<file path="src/rtl/ors_pkg.sv">
`timescale 1ns / 1ps
// ----------------------------------------------------------------------------
// ors_pkg
// Types and constants shared by the rectangle search block.
// ----------------------------------------------------------------------------
package ors_pkg;

  localparam int MaxRows  = 256;
  localparam int MaxCols  = 256;
  localparam int RowW     = $clog2(MaxRows);
  localparam int ColW     = $clog2(MaxCols);
  localparam int AddrW    = RowW + ColW;
  localparam int CfgW     = 16;
  localparam int CfgIdxW  = 3;
  localparam int ScoreW   = 48;

  localparam logic [CfgIdxW-1:0] RegMixWeight  = 3'd0;
  localparam logic [CfgIdxW-1:0] RegMinWidth   = 3'd1;
  localparam logic [CfgIdxW-1:0] RegLeftLimit  = 3'd2;
  localparam logic [CfgIdxW-1:0] RegRightStart = 3'd3;
  localparam logic [CfgIdxW-1:0] RegTopCap     = 3'd4;
  localparam logic [CfgIdxW-1:0] RegStep       = 3'd5;
  localparam logic [CfgIdxW-1:0] RegRowsUsed   = 3'd6;
  localparam logic [CfgIdxW-1:0] RegColsUsed   = 3'd7;

  localparam logic signed [ScoreW-1:0] ScoreInit = {1'b0, {(ScoreW-1){1'b1}}};

  typedef struct packed {
    logic [7:0]         row;
    logic [7:0]         col;
    logic signed [31:0] unary_cum;
    logic signed [31:0] vert_pair_cum;
    logic signed [31:0] horiz_pair_cum;
    logic [8:0]         upper_bound;
    logic [8:0]         lower_bound;
    logic               last;
  } in_beat_t;

  typedef struct packed {
    logic [8:0] left_col;
    logic [8:0] top_row;
    logic [8:0] right_col;
    logic       found;
  } out_beat_t;

  typedef struct packed {
    logic [15:0] mix_weight;
    logic [7:0]  min_width;
    logic [8:0]  left_limit;
    logic [7:0]  right_start;
    logic [8:0]  top_cap;
    logic [7:0]  step;
    logic [8:0]  rows_used;
    logic [8:0]  cols_used;
  } cfg_t;

  // command passed from front to back
  typedef struct packed {
    logic             wr_tab;
    logic             wr_bnd;
    logic [AddrW-1:0] addr;
    logic [ColW-1:0]  col;
    logic signed [31:0] unary;
    logic signed [31:0] vert;
    logic signed [31:0] horiz;
    logic [8:0]       ub;
    logic [8:0]       lb;
    logic             search;
  } cmd_t;

endpackage

</file>
<file path="src/rtl/ors_cfg.sv">
`timescale 1ns / 1ps
// ----------------------------------------------------------------------------
// ors_cfg
// Configuration register file.
// ----------------------------------------------------------------------------
module ors_cfg (
  input  logic                          clk,
  input  logic                          rst,
  input  logic                          cfg_we,
  input  logic [ors_pkg::CfgIdxW-1:0]   cfg_index,
  input  logic [ors_pkg::CfgW-1:0]      cfg_data,
  output ors_pkg::cfg_t                 cfg
);
  always_ff @(posedge clk) begin
    if (rst) begin
      cfg.mix_weight  <= 16'd16384;
      cfg.min_width   <= 8'd0;
      cfg.left_limit  <= 9'd256;
      cfg.right_start <= 8'd0;
      cfg.top_cap     <= 9'd256;
      cfg.step        <= 8'd1;
      cfg.rows_used   <= 9'd256;
      cfg.cols_used   <= 9'd256;
    end else if (cfg_we) begin
      unique case (cfg_index)
        ors_pkg::RegMixWeight:  cfg.mix_weight  <= cfg_data;
        ors_pkg::RegMinWidth:   cfg.min_width   <= cfg_data[7:0];
        ors_pkg::RegLeftLimit:  cfg.left_limit  <= cfg_data[8:0];
        ors_pkg::RegRightStart: cfg.right_start <= cfg_data[7:0];
        ors_pkg::RegTopCap:     cfg.top_cap     <= cfg_data[8:0];
        ors_pkg::RegStep:       cfg.step        <= cfg_data[7:0];
        ors_pkg::RegRowsUsed:   cfg.rows_used   <= cfg_data[8:0];
        ors_pkg::RegColsUsed:   cfg.cols_used   <= cfg_data[8:0];
        default: ;
      endcase
    end
  end
endmodule

</file>
<file path="config.mk">
export PLATFORM = sky130hd
export DESIGN_NAME = ors_cfg
export DESIGN_NICKNAME = d
export VERILOG_FILES = /design/src/rtl/ors_pkg.sv /design/src/rtl/ors_cfg.sv
export SDC_FILE = /design/constraint.sdc
export NUM_CORES = 1
export LEC_CHECK = 0
export BUFFER_PORTS_ARGS = -buffer_cell sky130_fd_sc_hd__buf_2
export CORE_MARGIN = 2
export CORE_UTILIZATION = 54
export DETAILED_ROUTE_END_ITERATION = 16
export PLACE_DENSITY = 0.93
export SLEW_MARGIN = 30
export SYNTH_ARGS = -nofsm -noshare
export SYNTH_HDL_FRONTEND = slang
export SYNTH_SLANG_ARGS = --single-unit
</file>
<file path="constraint.sdc">
create_clock -name clk -period 3.5 [get_ports clk]
set_input_delay 0.35 -clock clk [delete_from_list [all_inputs] [get_ports clk]]
set_output_delay 0.35 -clock clk [all_outputs]
set_load 0.01 [all_outputs]
</file>
==> results_dict.tcl, run 1 <==
set metrics [dict create \
    status "finished, final reports clean" \
    ys_async_sr_fraction_pct 0 \
    routedWlPerCell_um 15.7 \
    hold_viol_final 0 \
    grtUsageMet1_pct 28.3 \
    period_needed_ns 1.49 \
    p_sw_mw 0.377 \
    post-place-ws_ns 1.70 \
    startpoint "rst" \
    start_util_pct 56.1 \
    slew_violations 0 \
    largest_reg_flops 76 \
    synth_top_area_share_pct 49.3 \
    ir_drop_mv 0.231 \
    yosysUniqueCellTypes 16 \
    clk_pin_slew_worst_paths_ns 0.07 \
    die_x_um 79.6 \
    dieHeight_um 79.6 \
    final_cells 440 \
    synth_edf_count 0 \
    ctsHoldBuffers 0 \
    slew_headroom_pct 49.3 \
    netlist_top_cells_count "nand2b_1, dfxtp_1, mux2i_1, clkbuf_1, buf_2" \
    diodes 0 \
    whs_ns 0.278 \
    largest_registers "cfg x76" \
    grt_remaining_overflow 0 \
    grt_use_met2_pct 37.5 \
    crit_path_max_fanout 64 \
    drive_gt1_share_pct 31.0 \
    row_count 27 \
    clk_latency_ns 0.32 \
    drtAntennaViolNets 0 \
    synth_seq_cells 76 \
    leakagePower_nw 1.95 \
    syn_avg_cell_area_sq_um 10.8 \
    grt_pass1_vias 2113 \
    grt-busiest-layer "met2" \
    period_share_pct 42.5 \
    vias 2221 \
    grt.total_usage_pct 22.7 \
    area_delta_synth_final_pct 20.9 \
    clockRootBuffer "clkbuf_8" \
    rsz0062_at_grt "false" \
    power_frac_clock_pct 37.0 \
    cts_resized 0 \
    crit_type "input port to register" \
    cts.sinks 76 \
    critPathArrivalTime_ns 1.68 \
    drt_iter0_drc 50 \
    ys_seq_area_share_pct 49.3 \
    grt_pass1_wl_um 10700 \
    worst_pin_slew_ns 0.758 \
    hold_path_class "input port to register" \
    cap_violations 0 \
    r2r_slack_ns 2.85 \
    endpoint_kind "register" \
    hold_depth 3 \
    max_freq_mhz 672 \
    cts_buffers 9 \
    synth_cells 286 \
    ioPinCount 98 \
    share_comb_of_total_power_pct 8.3 \
    place_hpwl_um 4840 \
    fin_skew_ns 0 \
    numPlacedInstances 426 \
    layout.nets 387 \
    die-area_sq_mm 0.00634 \
    yosys_warnings 0 \
    cts_tree "yes" \
    fin_ws_ns 2.01 \
    r2r_start "cfg[42]$_SDFFE_PP0P_" \
    port_buffers 97 \
    finalSetupViolCount 0 \
    top_register "cfg" \
    reg2reg_depth 2 \
    p_int_mw 1.25 \
    h-tree-depth 3 \
    seqPwrFrac_pct 54.8 \
    rr_endpoint "cfg[42]$_SDFFE_PP0P_" \
    clock_path_buffers 2 \
    antenna_found_initial 0 \
    synth_ff_type "dfxtp_1" \
    cp-start-kind "input port" \
    power_per_cell_area_mw_per_mm2 437 \
    post-route-util_pct 67.8 \
    use_met3_pct 4.86 \
    min_to "cfg[71]$_SDFFE_PP0P_" \
    synth_nets 308 \
    place.gp.congestion 0.753 \
    post-route-drc-count 0 \
    grt_max_degree 65 \
    drt-total-wl_um 6920 \
    first_pass_iters 4 \
    yosysMostFrequentCell "nand2b_1" \
    yosysTopAreaCell "dfxtp_1" \
    cp.required_ns 3.69 \
    core_sq_mm 0.00551 \
    vias_per_cell 5.05 \
    synthesis.area_sq_mm 0.00309 \
    ys_top_cells_by_area "dfxtp_1, mux2i_1, nand2b_1" \
    swShare_pct 23.1 \
    hp-start "cfg_data[11]" \
    cts_setup_buffers 0 \
    tns_ns 0 \
]
[through the flow]
step | power, mW | cell area [sq um]
floorplan | 1.00 | 3090
global placement | 1.04 | 3540
detailed placement | 1.05 | 3560
global route | 1.68 | 3730
finish | 1.63 | 3730
CTS | 1.64 | 3730
[critical path: stages]
cell	delay (ns)
buf_2	0.33
buf_4	0.49
nand2b_1	0.35
mux2i_1	0.12
[cell type report]
cell class / instances / area, sq um
Fill cell: 449 / 1770
Sequential cell: 76 / 1520
Multi-Input combinational cell: 180 / 1450
Timing Repair Buffer: 98 / 493
Clock buffer: 13 / 169
Tap cell: 72 / 90.1
Clock inverter: 1 / 7.51
[cell families (layout without fill, tap and decap cells)]
family	after synthesis	count (layout)	share of synthesized area, %
flip-flops	76	76	49.3
buffers and inverters	30	112	4.70
AND/OR/NAND/NOR	104	104	21.4
multiplexers	76	76	24.6
[cells in the final DEF (no fill, tap or decap)]
master,count
buf_2,97
nor2_1,9
clkinvlp_4,1
nand4b_1,3
nand4bb_1,2
and4bb_2,1
buf_4,1
mux2i_1,76
clkbuf_8,12
or4b_1,1
clkbuf_1,1
nor4b_4,1
nor4bb_4,1
nand2b_1,85
dfxtp_1,76
nand4_1,1
[worst max path at each step]
| stage | end | slack (ns) | depth (start not counted) |
|---|---|---|---|
| 6_report | cfg[42]$_SDFFE_PP0P_ | 2.01 | 4 |
| 2_1_floorplan | cfg[66]$_SDFFE_PP0P_ | 2.11 | 4 |
| 3_3_place_gp | cfg[54]$_SDFFE_PP0P_ | 1.63 | 3 |
| 5_1_grt | cfg[16]$_SDFFE_PP0P_ | 1.89 | 4 |
| 3_5_place_dp | cfg[7]$_SDFFE_PP0P_ | 1.70 | 4 |
| 4_1_cts | cfg[16]$_SDFFE_PP0P_ | 2.04 | 4 |
[layer usage]
layer | wire (um) | share of wire, %
met4 | 113 | 1.6
met1 | 3110 | 45
met3 | 303 | 4.4
met5 | 0 | 0
met2 | 3390 | 49
[power groups by stage]
| stage | sequential [mW] | combinational, mW | clock (mW) |
|---|---|---|---|
| detailed placement | 0.913 | 0.135 | 0 |
| CTS | 0.893 | 0.136 | 0.611 |
| finish | 0.893 | 0.135 | 0.603 |
| global placement | 0.913 | 0.129 | 0 |
| global route | 0.895 | 0.146 | 0.644 |
| floorplan | 0.922 | 0.0796 | 0 |
Power figures use the tool's default switching activity.
==> inputs of run 2 (changes only) <==
--- a/config.mk
+++ b/config.mk
@@ -5,11 +5,12 @@
 export SDC_FILE = /design/constraint.sdc
 export NUM_CORES = 1
 export LEC_CHECK = 0
+export ABC_AREA = 1
 export BUFFER_PORTS_ARGS = -buffer_cell sky130_fd_sc_hd__buf_2
 export CORE_MARGIN = 2
-export CORE_UTILIZATION = 54
+export CORE_UTILIZATION = 45
 export DETAILED_ROUTE_END_ITERATION = 16
-export PLACE_DENSITY = 0.93
+export PLACE_DENSITY = 0.84
 export SLEW_MARGIN = 30
 export SYNTH_ARGS = -nofsm -noshare
 export SYNTH_HDL_FRONTEND = slang
==> constraint.sdc (replaced) <==
create_clock -name clk -period 1.3 [get_ports clk]
set_input_delay 0.13 -clock clk [delete_from_list [all_inputs] [get_ports clk]]
set_output_delay 0.13 -clock clk [all_outputs]
set_load 0.01 [all_outputs]
==> run 2 against run 1 <==
Final area up 2.0%. Global-route usage down 0.71 points. Utilization down 8.5 points. Sequential share of layout area down 0.80 points. Critical path depth down 3. Flip-flop and latch count unchanged. Worst setup slack worse by 1.7 ns. Non-clock buffer count up 7. Cell count up 40%. Clock skew unchanged. Register-to-register slack worse by 2.2 ns. Wire length up 16%. Critical endpoint is now cfg[61]. Largest power group unchanged. Highest routed layer unchanged.
==> results_dict.tcl, run 2 <==
set metrics [dict create \
    status "finished, final reports clean" \
    r2r_slack_ns 0.70 \
    clk_pin_slew_worst_paths_ns 0.08 \
    clock_path_buffers 2 \
    period_share_pct 75.7 \
    grt_pass1_wl_um 12900 \
    clk_latency_ns 0.34 \
    start_util_pct 47.3 \
    final_cell_mix "nor2_1, buf_2, nand2_1" \
    post-route-util_pct 59.3 \
    hold_viol_final 0 \
    grt.total_usage_pct 22.0 \
    synth_cells 436 \
    top_register "cfg" \
    grt_remaining_overflow 0 \
    diodes 0 \
    rsz0062_at_grt "false" \
    grt_max_degree 77 \
    layout_commonest_cell "nor2_1" \
    layout.nets 554 \
    largest_reg_flops 76 \
    cts.sinks 76 \
    r2r_start "cfg[53]$_SDFFE_PP0P_" \
    vias 3055 \
    area_delta_synth_final_pct 25.5 \
    crit_buf_inv 1 \
    drive_gt1_share_pct 25.3 \
    cap_violations 0 \
    cts_setup_buffers 0 \
    path_delay_family "flip-flops" \
    finalSetupViolCount 0 \
    tns_ns 0 \
    row_count 29 \
    critPathArrivalTime_ns 0.85 \
    clockRootBuffer "clkbuf_8" \
    synth_seq_cells 76 \
    ctsHoldBuffers 1 \
    ys_async_sr_fraction_pct 0 \
    h-tree-depth 3 \
    ys_top_cells_by_area "dfxtp_1, nor2_1, nand2_1" \
    die-area_sq_mm 0.00742 \
    ir_drop_mv 0.769 \
    yosysTopAreaCell "dfxtp_1" \
    antenna_found_initial 0 \
    slew_headroom_pct 72.1 \
    port_buffers 97 \
    min_to "cfg[18]$_SDFFE_PP1P_" \
    cp-start-kind "register" \
    fin_area_sq_mm 0.00381 \
    synth_nets 458 \
    crit_type "register to output port" \
    yosysUniqueCellTypes 15 \
    cpPeakStageDelay_ns 0.37 \
    slew_violations 0 \
    die_x_um 86.1 \
    routedWlPerCell_um 13.1 \
    largest_registers "cfg x76" \
    place.gp.congestion 0.741 \
    fillers 627 \
    synth_edf_count 0 \
    fin_skew_ns 0 \
    reg2reg_depth 2 \
    hold_path_class "input port to register" \
    drtAntennaViolNets 0 \
    period_needed_ns 0.984 \
    power_per_cell_area_mw_per_mm2 1250 \
    path_cells "buf_2" \
    yosys_warnings 0 \
    worst_pin_slew_ns 0.417 \
    ioPinCount 98 \
    ys_seq_area_share_pct 50.1 \
    first_pass_iters 5 \
    syn_avg_cell_area_sq_um 6.96 \
    place_hpwl_um 5550 \
    place_area_sq_mm 0.00361 \
    max_freq_mhz 1020 \
    total_power_mw 4.78 \
    synthesis.area_sq_mm 0.00304 \
    dieHeight_um 86.1 \
    cts_tree "yes" \
    fin_ws_ns 0.316 \
    leakagePower_nw 1.89 \
    grt_pass1_vias 2723 \
    crit_path_max_fanout 2 \
    cts_resized 0 \
    endpoint_kind "output port" \
    drt-total-wl_um 8020 \
    synth_ff_type "dfxtp_1" \
    synth_top_area_share_pct 50.1 \
    netlist_top_cells_count "nor2_1, nand2_1, dfxtp_1, nand3_1, inv_1" \
    cp.required_ns 1.17 \
    hp-start "cfg_data[0]" \
    hold_depth 3 \
    core_sq_mm 0.00642 \
    cp_slowest_cell "dfxtp_1" \
    drt_iter0_drc 228 \
    cts_buffers 9 \
    yosysMostFrequentCell "nor2_1" \
    post-place-ws_ns 0.164 \
    rr_endpoint "cfg[53]$_SDFFE_PP0P_" \
    vias_per_cell 4.98 \
    post-route-drc-count 0 \
]
## run 2: logic make-up after synthesis
| logic type | Yosys count | synth area share (%) |
|---|---|---|
| compound gates | 4 | 0.660 |
| flops | 76 | 50.1 |
| buf+inv | 42 | 6.10 |
| simple gates | 314 | 43.1 |
## run 2: per-stage QoR
step                      hold slack (ns)  cells
after global placement              0.332    597
after global routing              0.00912    614
final                              0.0153    614
after floorplan                     0.243    436
after CTS                          0.0154    614
after detailed placement            0.344    597
## run 2: area by class of cell
| cell class | instances | area, sq um | share of cell area (%) |
|---|---|---|---|
| Clock inverter | 7 | 67.6 | 1.77 |
| Tap cell | 77 | 96.3 | 2.53 |
| Sequential cell | 76 | 1520 | 39.9 |
| Timing Repair Buffer | 105 | 586 | 15.4 |
| Multi-Input combinational cell | 318 | 1330 | 35.0 |
| Clock buffer | 9 | 124 | 3.25 |
| Inverter | 22 | 82.6 | 2.17 |
## run 2: power by group
part	internal [mW]	leakage (nW)	total [mW]	switching, mW
Clock	0.876	0.0910	1.76	0.889
Sequential	2.41	0.618	2.45	0.0418
Combinational	0.203	1.18	0.565	0.362
## run 2: per-layer routing
| layer | vias to the layer above | part of all wire [%] | global-route usage [%] |
|---|---|---|---|
| met4 | 0 | 2.2 | 9.24 |
| li1 | 1541 | - | - |
| met2 | 115 | 47 | 34.7 |
| met3 | 23 | 7.7 | 5.00 |
| met1 | 1376 | 43 | 29.0 |
| met5 | - | 0 | 0 |
## run 2: worst max-delay path by stage
stage / startpoint / end / slack, ns / depth (start not counted)
final: cfg[61]$_SDFFE_PP0P_ / cfg[61] / 0.32 / 1
after global routing: cfg[18]$_SDFFE_PP1P_ / cfg[18] / 0.29 / 1
after CTS: cfg[61]$_SDFFE_PP0P_ / cfg[61] / 0.32 / 1
after detailed placement: cfg_index[2] / cfg[75]$_SDFFE_PP0P_ / 0.16 / 6
after global placement: cfg_index[2] / cfg[66]$_SDFFE_PP0P_ / 0.22 / 6
after floorplan: cfg_index[0] / cfg[74]$_SDFFE_PP1P_ / 0.42 / 5
==> inputs of run 3 (changes only) <==
--- a/config.mk
+++ b/config.mk
@@ -5,7 +5,7 @@
 export SDC_FILE = /design/constraint.sdc
 export NUM_CORES = 1
 export LEC_CHECK = 0
-export ABC_AREA = 1
+export ABC_AREA = 0
 export BUFFER_PORTS_ARGS = -buffer_cell sky130_fd_sc_hd__buf_2
 export CORE_MARGIN = 2
 export CORE_UTILIZATION = 45
==> constraint.sdc (replaced) <==
create_clock -name clk -period 0.9 [get_ports clk]
set_input_delay 0.09 -clock clk [delete_from_list [all_inputs] [get_ports clk]]
set_output_delay 0.09 -clock clk [all_outputs]
set_load 0.01 [all_outputs]
==> run 3 against run 2 <==
Register-to-register slack worse by 0.61 ns. Cell count is 19% lower. Count of clock-buffer cells in the layout is 3 higher. Non-clock buffer count is 41 higher. Wire length is 0.29% higher. Via count is 21% lower. Worst setup slack worse by 0.31 ns. Critical path depth stayed put. Utilization is 11 points higher. Hold slack hardly changed. Largest power group unchanged. First-iteration DRC count is 71% lower.
==> results_dict.tcl, run 3 (synthesis results as in run 1) <==
set metrics [dict create \
    grt_max_degree 33 \
    fillers 481 \
    antenna_found_initial 0 \
    min_to "cfg[70]$_SDFFE_PP0P_" \
    multi_input_area_sq_mm 0.00144 \
    fin_skew_ns 0 \
    drive_gt1_share_pct 56.0 \
    leakagePower_nw 2.32 \
    power_per_cell_area_mw_per_mm2 1580 \
    path_cells "buf_6" \
    port_buffers 97 \
    grt_pass1_wl_um 12100 \
    path_delay_family "flip-flops" \
    slew_violations 0 \
    critPathArrivalTime_ns 0.81 \
    ir_drop_mv 0.979 \
    status "finished, final reports clean" \
    h-tree-depth 3 \
    place.gp.congestion 0.742 \
    crit_type "register to output port" \
    layout_commonest_cell "nand2b_1" \
    hold_viol_final 0 \
    period_share_pct 99.8 \
    clock_path_buffers 2 \
    whs_ns 0.0150 \
    final_cell_mix "nand2b_1, mux2i_1, dfxtp_2" \
    first_pass_iters 4 \
    die_x_um 86.9 \
    clk_pin_slew_worst_paths_ns 0.08 \
    reg2reg_depth 4 \
    period_needed_ns 0.898 \
    start_util_pct 46.0 \
    vias 2413 \
    clk_latency_ns 0.35 \
    diodes 0 \
    tns_ns 0 \
    seq_area_sq_mm 0.00162 \
    cp.required_ns 0.81 \
    cap_violations 0 \
    endpoint_kind "output port" \
    top_register "cfg" \
    largest_reg_flops 76 \
    largest_registers "cfg x76" \
    finalSetupViolCount 0 \
    cpPeakStageDelay_ns 0.36 \
    ioPinCount 98 \
    crit_buf_inv 1 \
    core_sq_mm 0.00672 \
    layout.nets 435 \
    cts.sinks 76 \
    worst_pin_slew_ns 0.328 \
    rsz0062_at_grt "true" \
    grt.total_usage_pct 21.6 \
    cp_slowest_cell "dfxtp_2" \
    hp-start "cfg_data[10]" \
    post-route-drc-count 0 \
    drtAntennaViolNets 0 \
    die-area_sq_mm 0.00754 \
    routedWlPerCell_um 16.2 \
    r2r_start "cfg[21]$_SDFFE_PP0P_" \
    vias_per_cell 4.85 \
    r2r_slack_ns 0.09 \
    cts_tree "yes" \
    drt-total-wl_um 8040 \
    rr_endpoint "cfg[21]$_SDFFE_PP0P_" \
    startpoint "cfg[0]$_SDFFE_PP0P_" \
    grt_pass1_vias 2441 \
    dieHeight_um 86.9 \
    place_hpwl_um 5260 \
    crit_path_max_fanout 2 \
    area_delta_synth_final_pct 53.5 \
    hold_path_class "input port to register" \
    clockRootBuffer "clkbuf_8" \
    row_count 30 \
    grt_remaining_overflow 0 \
    hold_depth 3 \
    max_freq_mhz 1110 \
    drt_iter0_drc 66 \
    cp-start-kind "register" \
    slew_headroom_pct 78.1 \
    cts_buffers 9 \
]
==> run 3: cell types whose count changed in the layout (fill, tap and decap cells not counted), moves of 4 or more <==
cell / delta
buf_2: -65
nand2_1: -92
dlygate4sd3_1: +5
nand3_1: -68
nor2_2: -7
dfxtp_2: +75
buf_6: +65
mux2i_1: +76
o21ai_0: -4
dfxtp_1: -75
inv_1: -19
nand2b_1: +85
buf_4: +34
nor2_1: -133
==> run 3: how the worst max path moves through the flow <==
| stage | cells after the start | slack (ns) | end |
|---|---|---|---|
| 2_1_floorplan | 4 | -0.21 | cfg[66]$_SDFFE_PP0P_ |
| 3_3_place_gp | 4 | -0.24 | cfg[63]$_SDFFE_PP0P_ |
| 3_5_place_dp | 5 | -0.28 | cfg[58]$_SDFFE_PP0P_ |
| 4_1_cts | 1 | -0.006 | cfg[0] |
| 5_1_grt | 1 | -0.03 | cfg[0] |
| 6_report | 1 | 0.002 | cfg[0] |
==> run 3: repair_timing <==
item,in CTS,in global routing
endpoints found under the hold margin,6,0
hold buffers,6,0
resized for setup,120,20
setup endpoints to repair,70,54
setup buffers,5,7
gates cloned,0,0
==> run 3: power by group <==
group / switching [mW] / internal (mW)
combinational: 0.319 / 0.427
sequential: 0.0533 / 3.45
clock: 1.24 / 1.99
total: 1.61 / 5.87
==> run 3: layout make-up <==
cell class | count | area share, %
Timing Repair Buffer | 146 | 28.2
Sequential cell | 76 | 34.1
Multi-Input combinational cell | 180 | 30.3
Clock buffer | 12 | 3.27
Tap cell | 80 | 2.11
Clock inverter | 4 | 2.01
==> run 3: layer usage <==
layer,vias to the layer above,GRT usage [%],share of wire (%)
met5,-,0,0
met4,0,11.4,2.8
met3,18,4.08,4.0
met2,68,37.9,52
met1,1136,24.7,41
li1,1191,-,-
==> run 3: through the flow <==
stage | power (mW) | setup slack [ns] | util, % | cells | area (sq um)
after floorplan | 3.90 | -0.214 | - | 286 | 3110
after global placement | 4.17 | -0.236 | 57.2 | 464 | 3840
after detailed placement | 4.19 | -0.276 | 57.2 | 464 | 3840
after CTS | 7.49 | -0.00551 | 68.3 | 491 | 4590
after global routing | 7.71 | -0.0257 | 70.6 | 498 | 4740
final | 7.48 | 0.00154 | 70.6 | 498 | 4740
==> run 3: worst min-delay path, stage by stage <==
cell      delay (ns)
buf_2           0.10
nand2b_1        0.06
mux2i_1         0.07
